--- src/design/fbpc_pkg.sv ---
// shared constants and sequencer codes for the feather pixel combiner
`timescale 1ns / 1ps

package fbpc_pkg;

   // sizing of the blend arithmetic
   localparam int MAX_SOURCES      = 16;
   localparam int WEIGHT_FRAC_BITS = 16;
   localparam int DISTANCE_BITS    = 14;
   localparam int SHARP_FRAC_BITS  = 16;

   // field and register widths
   localparam int CHAN_BITS     = 8;
   localparam int DIST_IN_BITS  = 14;
   localparam int SHARP_BITS    = 24;
   localparam int CHAN_SUM_BITS = 29;
   localparam int WSUM_BITS     = 21;

   // distance bits that actually take part
   localparam int DIST_BITS = (DISTANCE_BITS < DIST_IN_BITS) ? DISTANCE_BITS : DIST_IN_BITS;

   // weight holds 0 .. 1.0 inclusive
   localparam int WEIGHT_BITS = WEIGHT_FRAC_BITS + 1;

   // shared multiplier operand widths
   localparam int MUL_A_BITS = SHARP_BITS;
   localparam int MUL_B_BITS = (DIST_BITS > WEIGHT_BITS) ? DIST_BITS : WEIGHT_BITS;
   localparam int MUL_P_BITS = MUL_A_BITS + MUL_B_BITS;

   // weight before clamping, after moving to the weight fraction point
   localparam int LSHIFT = (WEIGHT_FRAC_BITS > SHARP_FRAC_BITS) ?
                           (WEIGHT_FRAC_BITS - SHARP_FRAC_BITS) : 0;
   localparam int RSHIFT = (SHARP_FRAC_BITS > WEIGHT_FRAC_BITS) ?
                           (SHARP_FRAC_BITS - WEIGHT_FRAC_BITS) : 0;
   localparam int SCALED_BITS = MUL_P_BITS + LSHIFT;

   // divider: quotient bits plus the overflow probe bit
   localparam int QUO_BITS  = CHAN_BITS;
   localparam int BIT_BITS  = 4;
   localparam int SUB_BITS  = CHAN_SUM_BITS + 1;

   // sequencer states
   localparam logic [2:0] ST_IDLE  = 3'd0;
   localparam logic [2:0] ST_MUL   = 3'd1;
   localparam logic [2:0] ST_DIV   = 3'd2;
   localparam logic [2:0] ST_ROUND = 3'd3;
   localparam logic [2:0] ST_PUSH  = 3'd4;

   // multiply steps
   localparam logic [1:0] STEP_WEIGHT = 2'd0;
   localparam logic [1:0] STEP_RED    = 2'd1;
   localparam logic [1:0] STEP_GREEN  = 2'd2;
   localparam logic [1:0] STEP_BLUE   = 2'd3;

   // divide channels
   localparam logic [1:0] CH_RED   = 2'd0;
   localparam logic [1:0] CH_GREEN = 2'd1;
   localparam logic [1:0] CH_BLUE  = 2'd2;

endpackage

--- src/design/feather_blend_pixel_combiner_core.sv ---
// feather pixel combiner: weighted accumulate and rounded divide on one shared datapath
`timescale 1ns / 1ps

// channel  | direction | handshake          | payload
// ---------+-----------+--------------------+-------------------------------------------
// req      | in        | req_valid/stall    | req_red, req_green, req_blue, req_distance,
//          |           |                    | req_last_source
// rsp      | out       | rsp_valid/stall    | rsp_out_red, rsp_out_green, rsp_out_blue
// csr      | in        | csr_write_en       | csr_write_data (sharpness)
//
// a request that is not last is accepted and then runs four multiply steps on the
// one shared multiplier; a last request adds one restoring divide per channel on the
// shared subtractor, 9 bit steps and a rounding step each, then a push state that posts the
// result; the divide is skipped when the weight sum is zero and cut short on quotient overflow.
// synchronous reset clears the sums, the sequencer and sets sharpness to 1311.
// a pending response does not block accumulation; only posting a new result waits on rsp_stall.

module feather_blend_pixel_combiner_core (
   input  logic                                  clock,
   input  logic                                  reset,
   input  logic                                  req_valid,
   output logic                                  req_stall,
   input  logic [fbpc_pkg::CHAN_BITS-1:0]        req_red,
   input  logic [fbpc_pkg::CHAN_BITS-1:0]        req_green,
   input  logic [fbpc_pkg::CHAN_BITS-1:0]        req_blue,
   input  logic [fbpc_pkg::DIST_IN_BITS-1:0]     req_distance,
   input  logic                                  req_last_source,
   output logic                                  rsp_valid,
   input  logic                                  rsp_stall,
   output logic [fbpc_pkg::CHAN_BITS-1:0]        rsp_out_red,
   output logic [fbpc_pkg::CHAN_BITS-1:0]        rsp_out_green,
   output logic [fbpc_pkg::CHAN_BITS-1:0]        rsp_out_blue,
   input  logic                                  csr_write_en,
   input  logic [fbpc_pkg::SHARP_BITS-1:0]       csr_write_data
);

   localparam logic [fbpc_pkg::SHARP_BITS-1:0] SHARP_RESET = fbpc_pkg::SHARP_BITS'(1311);
   localparam logic [fbpc_pkg::SCALED_BITS-1:0] WEIGHT_ONE =
      fbpc_pkg::SCALED_BITS'(1) << fbpc_pkg::WEIGHT_FRAC_BITS;
   localparam logic [fbpc_pkg::CHAN_SUM_BITS-1:0] CHAN_SUM_MAX = '1;
   localparam logic [fbpc_pkg::WSUM_BITS-1:0] WSUM_MAX = '1;
   localparam logic [fbpc_pkg::BIT_BITS-1:0] BIT_TOP = fbpc_pkg::BIT_BITS'(fbpc_pkg::QUO_BITS);
   localparam logic [fbpc_pkg::CHAN_BITS-1:0] CHAN_MAX = '1;

   // registers
   logic [2:0]                            state_ff, state_in;
   logic [1:0]                            step_ff, step_in;
   logic [fbpc_pkg::BIT_BITS-1:0]         bit_ff, bit_in;
   logic [fbpc_pkg::SHARP_BITS-1:0]       sharp_ff, sharp_in;
   logic [fbpc_pkg::CHAN_BITS-1:0]        red_ff, red_in;
   logic [fbpc_pkg::CHAN_BITS-1:0]        green_ff, green_in;
   logic [fbpc_pkg::CHAN_BITS-1:0]        blue_ff, blue_in;
   logic [fbpc_pkg::DIST_BITS-1:0]        dist_ff, dist_in;
   logic                                  last_ff, last_in;
   logic [fbpc_pkg::WEIGHT_BITS-1:0]      weight_ff, weight_in;
   logic [fbpc_pkg::CHAN_SUM_BITS-1:0]    rsum_ff, rsum_in;
   logic [fbpc_pkg::CHAN_SUM_BITS-1:0]    gsum_ff, gsum_in;
   logic [fbpc_pkg::CHAN_SUM_BITS-1:0]    bsum_ff, bsum_in;
   logic [fbpc_pkg::WSUM_BITS-1:0]        wsum_ff, wsum_in;
   logic [fbpc_pkg::CHAN_SUM_BITS-1:0]    rem_ff, rem_in;
   logic [fbpc_pkg::QUO_BITS-1:0]         quo_ff, quo_in;
   logic [fbpc_pkg::CHAN_BITS-1:0]        res_ff [3];
   logic [fbpc_pkg::CHAN_BITS-1:0]        res_in [3];
   logic                                  rsp_valid_ff, rsp_valid_in;
   logic [fbpc_pkg::CHAN_BITS-1:0]        ored_ff, ored_in;
   logic [fbpc_pkg::CHAN_BITS-1:0]        ogreen_ff, ogreen_in;
   logic [fbpc_pkg::CHAN_BITS-1:0]        oblue_ff, oblue_in;

   // datapath signals
   logic [fbpc_pkg::MUL_A_BITS-1:0]       mul_a;
   logic [fbpc_pkg::MUL_B_BITS-1:0]       mul_b;
   logic [fbpc_pkg::MUL_P_BITS-1:0]       mul_p;
   logic [fbpc_pkg::SCALED_BITS-1:0]      scaled;
   logic [fbpc_pkg::CHAN_SUM_BITS-1:0]    acc_sel;
   logic [fbpc_pkg::CHAN_SUM_BITS:0]      acc_sum;
   logic [fbpc_pkg::CHAN_SUM_BITS-1:0]    acc_sat;
   logic [fbpc_pkg::WSUM_BITS:0]          wsum_add;
   logic [fbpc_pkg::CHAN_SUM_BITS-1:0]    div_sel;
   logic [fbpc_pkg::CHAN_SUM_BITS-1:0]    sub_a;
   logic [fbpc_pkg::CHAN_SUM_BITS-1:0]    sub_b;
   logic [fbpc_pkg::SUB_BITS-1:0]         diff;
   logic                                  diff_neg;
   logic                                  diff_zero;
   logic [fbpc_pkg::QUO_BITS:0]           quo_up;
   logic                                  req_fire;
   logic                                  push_ok;

   assign req_fire = req_valid && !req_stall;
   assign req_stall = (state_ff != fbpc_pkg::ST_IDLE);
   assign push_ok = !rsp_valid_ff || !rsp_stall;

   // shared multiplier: distance times sharpness, then channel times weight
   always_comb begin
      if (step_ff == fbpc_pkg::STEP_WEIGHT) begin
         mul_a = sharp_ff;
         mul_b = fbpc_pkg::MUL_B_BITS'(dist_ff);
      end else begin
         unique case (step_ff)
            fbpc_pkg::STEP_RED:   mul_a = fbpc_pkg::MUL_A_BITS'(red_ff);
            fbpc_pkg::STEP_GREEN: mul_a = fbpc_pkg::MUL_A_BITS'(green_ff);
            default:              mul_a = fbpc_pkg::MUL_A_BITS'(blue_ff);
         endcase
         mul_b = fbpc_pkg::MUL_B_BITS'(weight_ff);
      end
      mul_p = mul_a * mul_b;
   end

   // weight scaling to the weight fraction point and clamp at 1.0
   always_comb begin
      scaled = (fbpc_pkg::SCALED_BITS'(mul_p) << fbpc_pkg::LSHIFT) >> fbpc_pkg::RSHIFT;
      if (scaled > WEIGHT_ONE) begin
         weight_in = fbpc_pkg::WEIGHT_BITS'(WEIGHT_ONE);
      end else begin
         weight_in = scaled[fbpc_pkg::WEIGHT_BITS-1:0];
      end
   end

   // saturating accumulate of the channel product into its sum
   always_comb begin
      unique case (step_ff)
         fbpc_pkg::STEP_RED:   acc_sel = rsum_ff;
         fbpc_pkg::STEP_GREEN: acc_sel = gsum_ff;
         default:              acc_sel = bsum_ff;
      endcase
      acc_sum = {1'b0, acc_sel} + {1'b0, mul_p[fbpc_pkg::CHAN_SUM_BITS-1:0]};
      acc_sat = acc_sum[fbpc_pkg::CHAN_SUM_BITS] ? CHAN_SUM_MAX
                                                 : acc_sum[fbpc_pkg::CHAN_SUM_BITS-1:0];
      wsum_add = {1'b0, wsum_ff} + fbpc_pkg::WSUM_BITS'(weight_ff);
   end

   // shared subtractor: divide trial steps and the rounding compare
   always_comb begin
      unique case (step_ff)
         fbpc_pkg::CH_RED:   div_sel = rsum_ff;
         fbpc_pkg::CH_GREEN: div_sel = gsum_ff;
         default:            div_sel = bsum_ff;
      endcase
      if (state_ff == fbpc_pkg::ST_ROUND) begin
         sub_a = {rem_ff[fbpc_pkg::CHAN_SUM_BITS-2:0], 1'b0};
         sub_b = fbpc_pkg::CHAN_SUM_BITS'(wsum_ff);
      end else begin
         sub_a = (bit_ff == BIT_TOP) ? div_sel : rem_ff;
         sub_b = fbpc_pkg::CHAN_SUM_BITS'(wsum_ff) << bit_ff;
      end
      diff = {1'b0, sub_a} - {1'b0, sub_b};
      diff_neg = diff[fbpc_pkg::SUB_BITS-1];
      diff_zero = (diff == '0);
      quo_up = {1'b0, quo_ff} + (fbpc_pkg::QUO_BITS+1)'(1);
   end

   // sequencer
   always_comb begin
      state_in = state_ff;
      step_in = step_ff;
      bit_in = bit_ff;
      sharp_in = csr_write_en ? csr_write_data : sharp_ff;
      red_in = red_ff;
      green_in = green_ff;
      blue_in = blue_ff;
      dist_in = dist_ff;
      last_in = last_ff;
      rsum_in = rsum_ff;
      gsum_in = gsum_ff;
      bsum_in = bsum_ff;
      wsum_in = wsum_ff;
      rem_in = rem_ff;
      quo_in = quo_ff;
      res_in = res_ff;
      ored_in = ored_ff;
      ogreen_in = ogreen_ff;
      oblue_in = oblue_ff;
      rsp_valid_in = rsp_valid_ff && rsp_stall;
      unique case (state_ff)
         fbpc_pkg::ST_IDLE: begin
            if (req_fire) begin
               red_in = req_red;
               green_in = req_green;
               blue_in = req_blue;
               dist_in = req_distance[fbpc_pkg::DIST_BITS-1:0];
               last_in = req_last_source;
               step_in = fbpc_pkg::STEP_WEIGHT;
               state_in = fbpc_pkg::ST_MUL;
            end
         end
         fbpc_pkg::ST_MUL: begin
            unique case (step_ff)
               fbpc_pkg::STEP_WEIGHT: ;
               fbpc_pkg::STEP_RED: begin
                  rsum_in = acc_sat;
                  wsum_in = wsum_add[fbpc_pkg::WSUM_BITS] ? WSUM_MAX
                                                          : wsum_add[fbpc_pkg::WSUM_BITS-1:0];
               end
               fbpc_pkg::STEP_GREEN: gsum_in = acc_sat;
               default:              bsum_in = acc_sat;
            endcase
            step_in = step_ff + 2'd1;
            if (step_ff == fbpc_pkg::STEP_BLUE) begin
               bit_in = BIT_TOP;
               step_in = fbpc_pkg::CH_RED;
               priority if (!last_ff) begin
                  state_in = fbpc_pkg::ST_IDLE;
               end else if (wsum_ff == '0) begin
                  // no weight at all: black
                  res_in[0] = '0;
                  res_in[1] = '0;
                  res_in[2] = '0;
                  state_in = fbpc_pkg::ST_PUSH;
               end else begin
                  state_in = fbpc_pkg::ST_DIV;
               end
            end
         end
         fbpc_pkg::ST_DIV: begin
            if (bit_ff == BIT_TOP) begin
               rem_in = diff_neg ? div_sel : diff[fbpc_pkg::CHAN_SUM_BITS-1:0];
            end else if (!diff_neg) begin
               rem_in = diff[fbpc_pkg::CHAN_SUM_BITS-1:0];
            end
            if (bit_ff != BIT_TOP) begin
               quo_in[bit_ff[fbpc_pkg::BIT_BITS-2:0]] = !diff_neg;
            end
            bit_in = bit_ff - fbpc_pkg::BIT_BITS'(1);
            priority if (bit_ff == BIT_TOP && !diff_neg) begin
               // quotient of 256 or more clamps
               res_in[step_ff] = CHAN_MAX;
               bit_in = BIT_TOP;
               step_in = step_ff + 2'd1;
               if (step_ff == fbpc_pkg::CH_BLUE) begin
                  state_in = fbpc_pkg::ST_PUSH;
               end
            end else if (bit_ff == '0) begin
               state_in = fbpc_pkg::ST_ROUND;
            end else begin
               state_in = fbpc_pkg::ST_DIV;
            end
         end
         fbpc_pkg::ST_ROUND: begin
            // nearest, ties to even
            if (!diff_neg && (!diff_zero || quo_ff[0])) begin
               res_in[step_ff] = quo_up[fbpc_pkg::QUO_BITS] ? CHAN_MAX
                                                           : quo_up[fbpc_pkg::QUO_BITS-1:0];
            end else begin
               res_in[step_ff] = quo_ff;
            end
            bit_in = BIT_TOP;
            step_in = step_ff + 2'd1;
            state_in = (step_ff == fbpc_pkg::CH_BLUE) ? fbpc_pkg::ST_PUSH : fbpc_pkg::ST_DIV;
         end
         fbpc_pkg::ST_PUSH: begin
            if (push_ok) begin
               ored_in = res_ff[0];
               ogreen_in = res_ff[1];
               oblue_in = res_ff[2];
               rsp_valid_in = 1'b1;
               rsum_in = '0;
               gsum_in = '0;
               bsum_in = '0;
               wsum_in = '0;
               state_in = fbpc_pkg::ST_IDLE;
            end
         end
         default: state_in = fbpc_pkg::ST_IDLE;
      endcase
   end

   // control registers
   always_ff @(posedge clock) begin
      if (reset) begin
         state_ff <= fbpc_pkg::ST_IDLE;
         step_ff <= fbpc_pkg::STEP_WEIGHT;
         bit_ff <= BIT_TOP;
         sharp_ff <= SHARP_RESET;
         rsum_ff <= '0;
         gsum_ff <= '0;
         bsum_ff <= '0;
         wsum_ff <= '0;
         rsp_valid_ff <= 1'b0;
      end else begin
         state_ff <= state_in;
         step_ff <= step_in;
         bit_ff <= bit_in;
         sharp_ff <= sharp_in;
         rsum_ff <= rsum_in;
         gsum_ff <= gsum_in;
         bsum_ff <= bsum_in;
         wsum_ff <= wsum_in;
         rsp_valid_ff <= rsp_valid_in;
      end
   end

   // payload registers
   always_ff @(posedge clock) begin
      red_ff <= red_in;
      green_ff <= green_in;
      blue_ff <= blue_in;
      dist_ff <= dist_in;
      last_ff <= last_in;
      if (state_ff == fbpc_pkg::ST_MUL && step_ff == fbpc_pkg::STEP_WEIGHT) begin
         weight_ff <= weight_in;
      end
      rem_ff <= rem_in;
      quo_ff <= quo_in;
      res_ff <= res_in;
      ored_ff <= ored_in;
      ogreen_ff <= ogreen_in;
      oblue_ff <= oblue_in;
   end

   assign rsp_valid = rsp_valid_ff;
   assign rsp_out_red = ored_ff;
   assign rsp_out_green = ogreen_ff;
   assign rsp_out_blue = oblue_ff;

   // checks
   a_rsp_from_push: assert property (@(posedge clock) disable iff (reset)
      $rose(rsp_valid_ff) |-> $past(state_ff) == fbpc_pkg::ST_PUSH)
      else $error("response posted outside push state");

   a_div_bit_range: assert property (@(posedge clock) disable iff (reset)
      (state_ff == fbpc_pkg::ST_DIV) |->
      (bit_ff <= BIT_TOP && step_ff != fbpc_pkg::STEP_BLUE))
      else $error("divider step out of range");

   a_weight_clamped: assert property (@(posedge clock) disable iff (reset)
      (state_ff == fbpc_pkg::ST_MUL && step_ff != fbpc_pkg::STEP_WEIGHT) |->
      (fbpc_pkg::SCALED_BITS'(weight_ff) <= WEIGHT_ONE))
      else $error("weight above one");

   a_zero_weight_black: assert property (@(posedge clock) disable iff (reset)
      (state_ff == fbpc_pkg::ST_PUSH && wsum_ff == '0) |->
      (res_ff[0] == '0 && res_ff[1] == '0 && res_ff[2] == '0))
      else $error("zero weight sum gave a nonzero pixel");

endmodule

--- config.mk ---
export PLATFORM = sky130hd
export DESIGN_NAME = feather_blend_pixel_combiner_core
export DESIGN_NICKNAME = d
export VERILOG_FILES = /design/src/design/fbpc_pkg.sv /design/src/design/feather_blend_pixel_combiner_core.sv
export SDC_FILE = /design/constraint.sdc
export NUM_CORES = 2
export LEC_CHECK = 0
export ABC_AREA = 1
export BUFFER_PORTS_ARGS = -buffer_cell sky130_fd_sc_hd__buf_2
export CAP_MARGIN = 15
export CELL_PAD_IN_SITES_DETAIL_PLACEMENT = 1
export CELL_PAD_IN_SITES_GLOBAL_PLACEMENT = 2
export CORE_UTILIZATION = 41
export DETAILED_ROUTE_END_ITERATION = 8
export PLACE_DENSITY_LB_ADDON = 0.3
export SYNTH_ARGS = -nofsm -noshare
export SYNTH_HDL_FRONTEND = slang
export SYNTH_SLANG_ARGS = --single-unit
--- constraint.sdc ---
create_clock -name clock -period 20.4 [get_ports clock]
set_clock_uncertainty 0.2 [all_clocks]
set_input_delay 1.02 -clock clock [delete_from_list [all_inputs] [get_ports clock]]
set_output_delay 1.02 -clock clock [all_outputs]
set_load 0.005 [all_outputs]
==> results.yml <==
yosys:
  synth_area_leaders: "sky130_fd_sc_hd__fa_1, sky130_fd_sc_hd__nand2_1, sky130_fd_sc_hd__edfxtp_1, sky130_fd_sc_hd__dfxtp_1, sky130_fd_sc_hd__inv_1"
  post_synth.cell_area_avg_um2: 7.24
  post-synth-top-area-fraction: 0.203
  number_of_flops_mapped_to_enable_cells_by_yosys: 141
  ys_dominant_reg_cell: "sky130_fd_sc_hd__dfxtp_1"
  cells_after_synth: 4512
  ys_async_sr_fraction: 0
  synthDominantAreaCellType: "sky130_fd_sc_hd__fa_1"
  synth_seq_area_share: 0.217
  syn-cell-area_um2: 32700
  synth_seq_cells: 283
  synth_common_cells: "sky130_fd_sc_hd__nand2_1, sky130_fd_sc_hd__inv_1, sky130_fd_sc_hd__nor2_1"
  netlist_cell_types: 51
  ys_warn_count: 0
  yosys.cell_count.top_type: "sky130_fd_sc_hd__nand2_1"
timing:
  worst_max_slew_margin_expressed_relative_to_the_limit: 0.234
  post_route_minimum_period_ns: 10.49
  final.period_utilization: 0.514
  max_freq_mhz: 95.4
  fin_tns_setup_ns: 0
  grt_setup_unrepaired: "false"
  setup_slack_ns: 9.91
  timing_max_transition_violations_final: 0
  tightestPinTransition_ns: 1.15
  number_of_hold_slack_violations_in_the_final_timing_report: 0
  final-setup-viol-count: 0
grt:
  antenna_found_initial: 0
  grt_pass1_wl_um: 184000
  first_global_vias: 31600
  grt_remaining_overflow: 0
  grt_max_degree: 100
  grtUsageTotal: 0.292
min_path:
  whs_path_depth: 0
  hold_class: "reg2reg"
  hold_end: "rsp_out_blue[1]"
  worstHoldStart: "res_ff[1]"
place:
  dp.final_hpwl_um: 93700
  placement.io_buffers: 93
  detailedPlace.worstSlack_ns: 10.10
  routabilityCongestion: 0.938
run:
  max_cap_viols: 0
cts:
  cts_root_buffer: "sky130_fd_sc_hd__clkbuf_16"
  clk_pin_slew_ns: 0.06
  cts.hold.buffers_added: 0
  cts.repair.resized: 0
  cts_buffers: 39
  cts_max_level: 2
  worst_skew_pair.late_latency_ns: 0.58
  cts_tree: "yes"
  cts_num_sinks: 283
  cts.repair_timing.setup_buffer_count: 0
  maximum_number_of_buffers_from_clock_root_to_sink: 3
drt:
  drc: 0
  wl_per_cell_um: 20.8
  post_drt_via_cell_ratio: 5.36
  detailroute.via_count: 30200
  drt.antenna.violating_nets: 0
  drt_iter0_markers: 2035
  detailedRoute.firstPassIterationCount: 5
  detail_route.wirelength_um: 117000
floorplanning:
  fp-row-count: 103
  die-width_um: 284
  coreArea_um2: 78900
  top_level_ports: 94
  design.die.area_um2: 80800
  initial_core_util: 0.414
  die_height_um: 284
setup_path:
  setup.worst_path.class: "reg2reg"
  cp.arrival_ns: 10.70
  ff_to_ff_end: "bsum_ff[1]"
  critPathMaxFanout: 52
  worstSetupEndpointType: "flip-flop"
  largest_incremental_delay_on_the_critical_path_ns: 0.90
  regToRegSetupSlack_ns: 9.91
  timing_startpoint_of_the_critical_path: "step_ff[0]"
  crit_path_frequent_cell: "sky130_fd_sc_hd__inv_1"
  number_of_cells_on_the_worst_reg_to_reg_path: 38
  critical_path.reg2reg.startpoint: "step_ff[0]"
  cp_max_stage_cell: "sky130_fd_sc_hd__a21oi_1"
  setup.worst_path.start_class: "flip-flop"
  worst-endpoint-required_ns: 20.62
final_layout:
  synthToLayoutAreaGrowth_pct: 8.49
  total_number_of_nets_in_the_final_design: 5157
  postLayoutCoreUtil: 0.449
  num-fill-cells: 10000
  post_route_cells_drive_above_1_share: 0.0647
run_status:
  outcome: "finished, final reports clean"
-- cell usage in the layout (no fill, tap or decap), types with 37 or more instances in the layout --
| cell | count |
|---|---|
| sky130_fd_sc_hd__nand2_1 | 1135 |
| sky130_fd_sc_hd__inv_1 | 736 |
| sky130_fd_sc_hd__nor2_1 | 377 |
| sky130_fd_sc_hd__o21ai_0 | 359 |
| sky130_fd_sc_hd__fa_1 | 332 |
| sky130_fd_sc_hd__a21oi_1 | 277 |
| sky130_fd_sc_hd__nand3_1 | 217 |
| sky130_fd_sc_hd__ha_1 | 195 |
| sky130_fd_sc_hd__dfxtp_1 | 142 |
| sky130_fd_sc_hd__edfxtp_1 | 141 |
| sky130_fd_sc_hd__buf_2 | 93 |
| sky130_fd_sc_hd__conb_1 | 48 |
| sky130_fd_sc_hd__nand4_1 | 40 |
| sky130_fd_sc_hd__clkbuf_16 | 39 |
| sky130_fd_sc_hd__xor2_1 | 37 |
-- cells by family after synthesis --
family	share of synthesized area
xor+xnor	0.0145
mux	0.00398
buf+inv	0.109
other cells	0.000230
fa+ha+maj	0.279
compound gates	0.129
flops	0.217
simple gates	0.248
-- final cells by class --
type	instances	area, µm²	share of cell area
diodes	1	2.50	0.0000706
clock buffers	50	1030	0.0290
clock inverters	19	155	0.00438
inverters	771	2890	0.0817
multi-input cells	3342	22300	0.628
flip-flops and latches	283	7080	0.200
well taps	1050	1310	0.0371
repair buffers	123	711	0.0201
-- how the worst max path moves through the flow --
| stage | end | slack, ns | depth (start not counted) |
|---|---|---|---|
| detailed placement | bsum_ff[1] | 10.10 | 38 |
| global placement | bsum_ff[1] | 10.24 | 35 |
| floorplan | gsum_ff[20] | 12.40 | 40 |
| CTS | gsum_ff[0] | 10.07 | 38 |
| finish | bsum_ff[1] | 9.91 | 38 |
| global route | bsum_ff[8] | 9.39 | 40 |
-- per-layer routing --
layer,part of all wire,GRT usage,vias to the layer above
met5,0,0,-
met4,0.025,0.0753,0
met3,0.044,0.0296,150
met2,0.47,0.491,672
met1,0.46,0.401,15000
li1,-,-,14400
-- critical path, delay by kind of cell, from the launching register on --
family	cells	cell delay, ns
AOI/OAI and AO/OA	10	3.26
adders and majority gates	9	3.58
DFF	1	0.40
and+or+nand+nor	7	1.00
buffers and inverters	12	1.82
-- flip-flops by register name (all words and copies together), names as in the netlist --
name / flops
step_ff: 2
red_ff: 8
bit_ff: 4
rsp_valid: 1
rsum_ff: 29
gsum_ff: 29
dist_ff: 14
state_ff: 3
wsum_ff: 21
res_ff: 24
quo_ff: 8
weight_ff: 17
blue_ff: 8
rsp_out_blue: 8
rsp_out_red: 8
bsum_ff: 29
last_ff: 1
rsp_out_green: 8
sharp_ff: 24
rem_ff: 29
green_ff: 8
-- metrics by stage --
stage / cells / cell area (µm²) / hold slack, ns
after CTS: 5638 / 35400 / 0.246
final: 5639 / 35400 / 0.244
after global routing: 5638 / 35400 / 0.261
after floorplan: 4558 / 32800 / 0.217
after detailed placement: 5569 / 34300 / 0.226
after global placement: 5568 / 34200 / 0.223
Power is left out: the tool's default activity adds up to more than one toggle a clock period on the data nets, which glitch-free logic cannot reach.
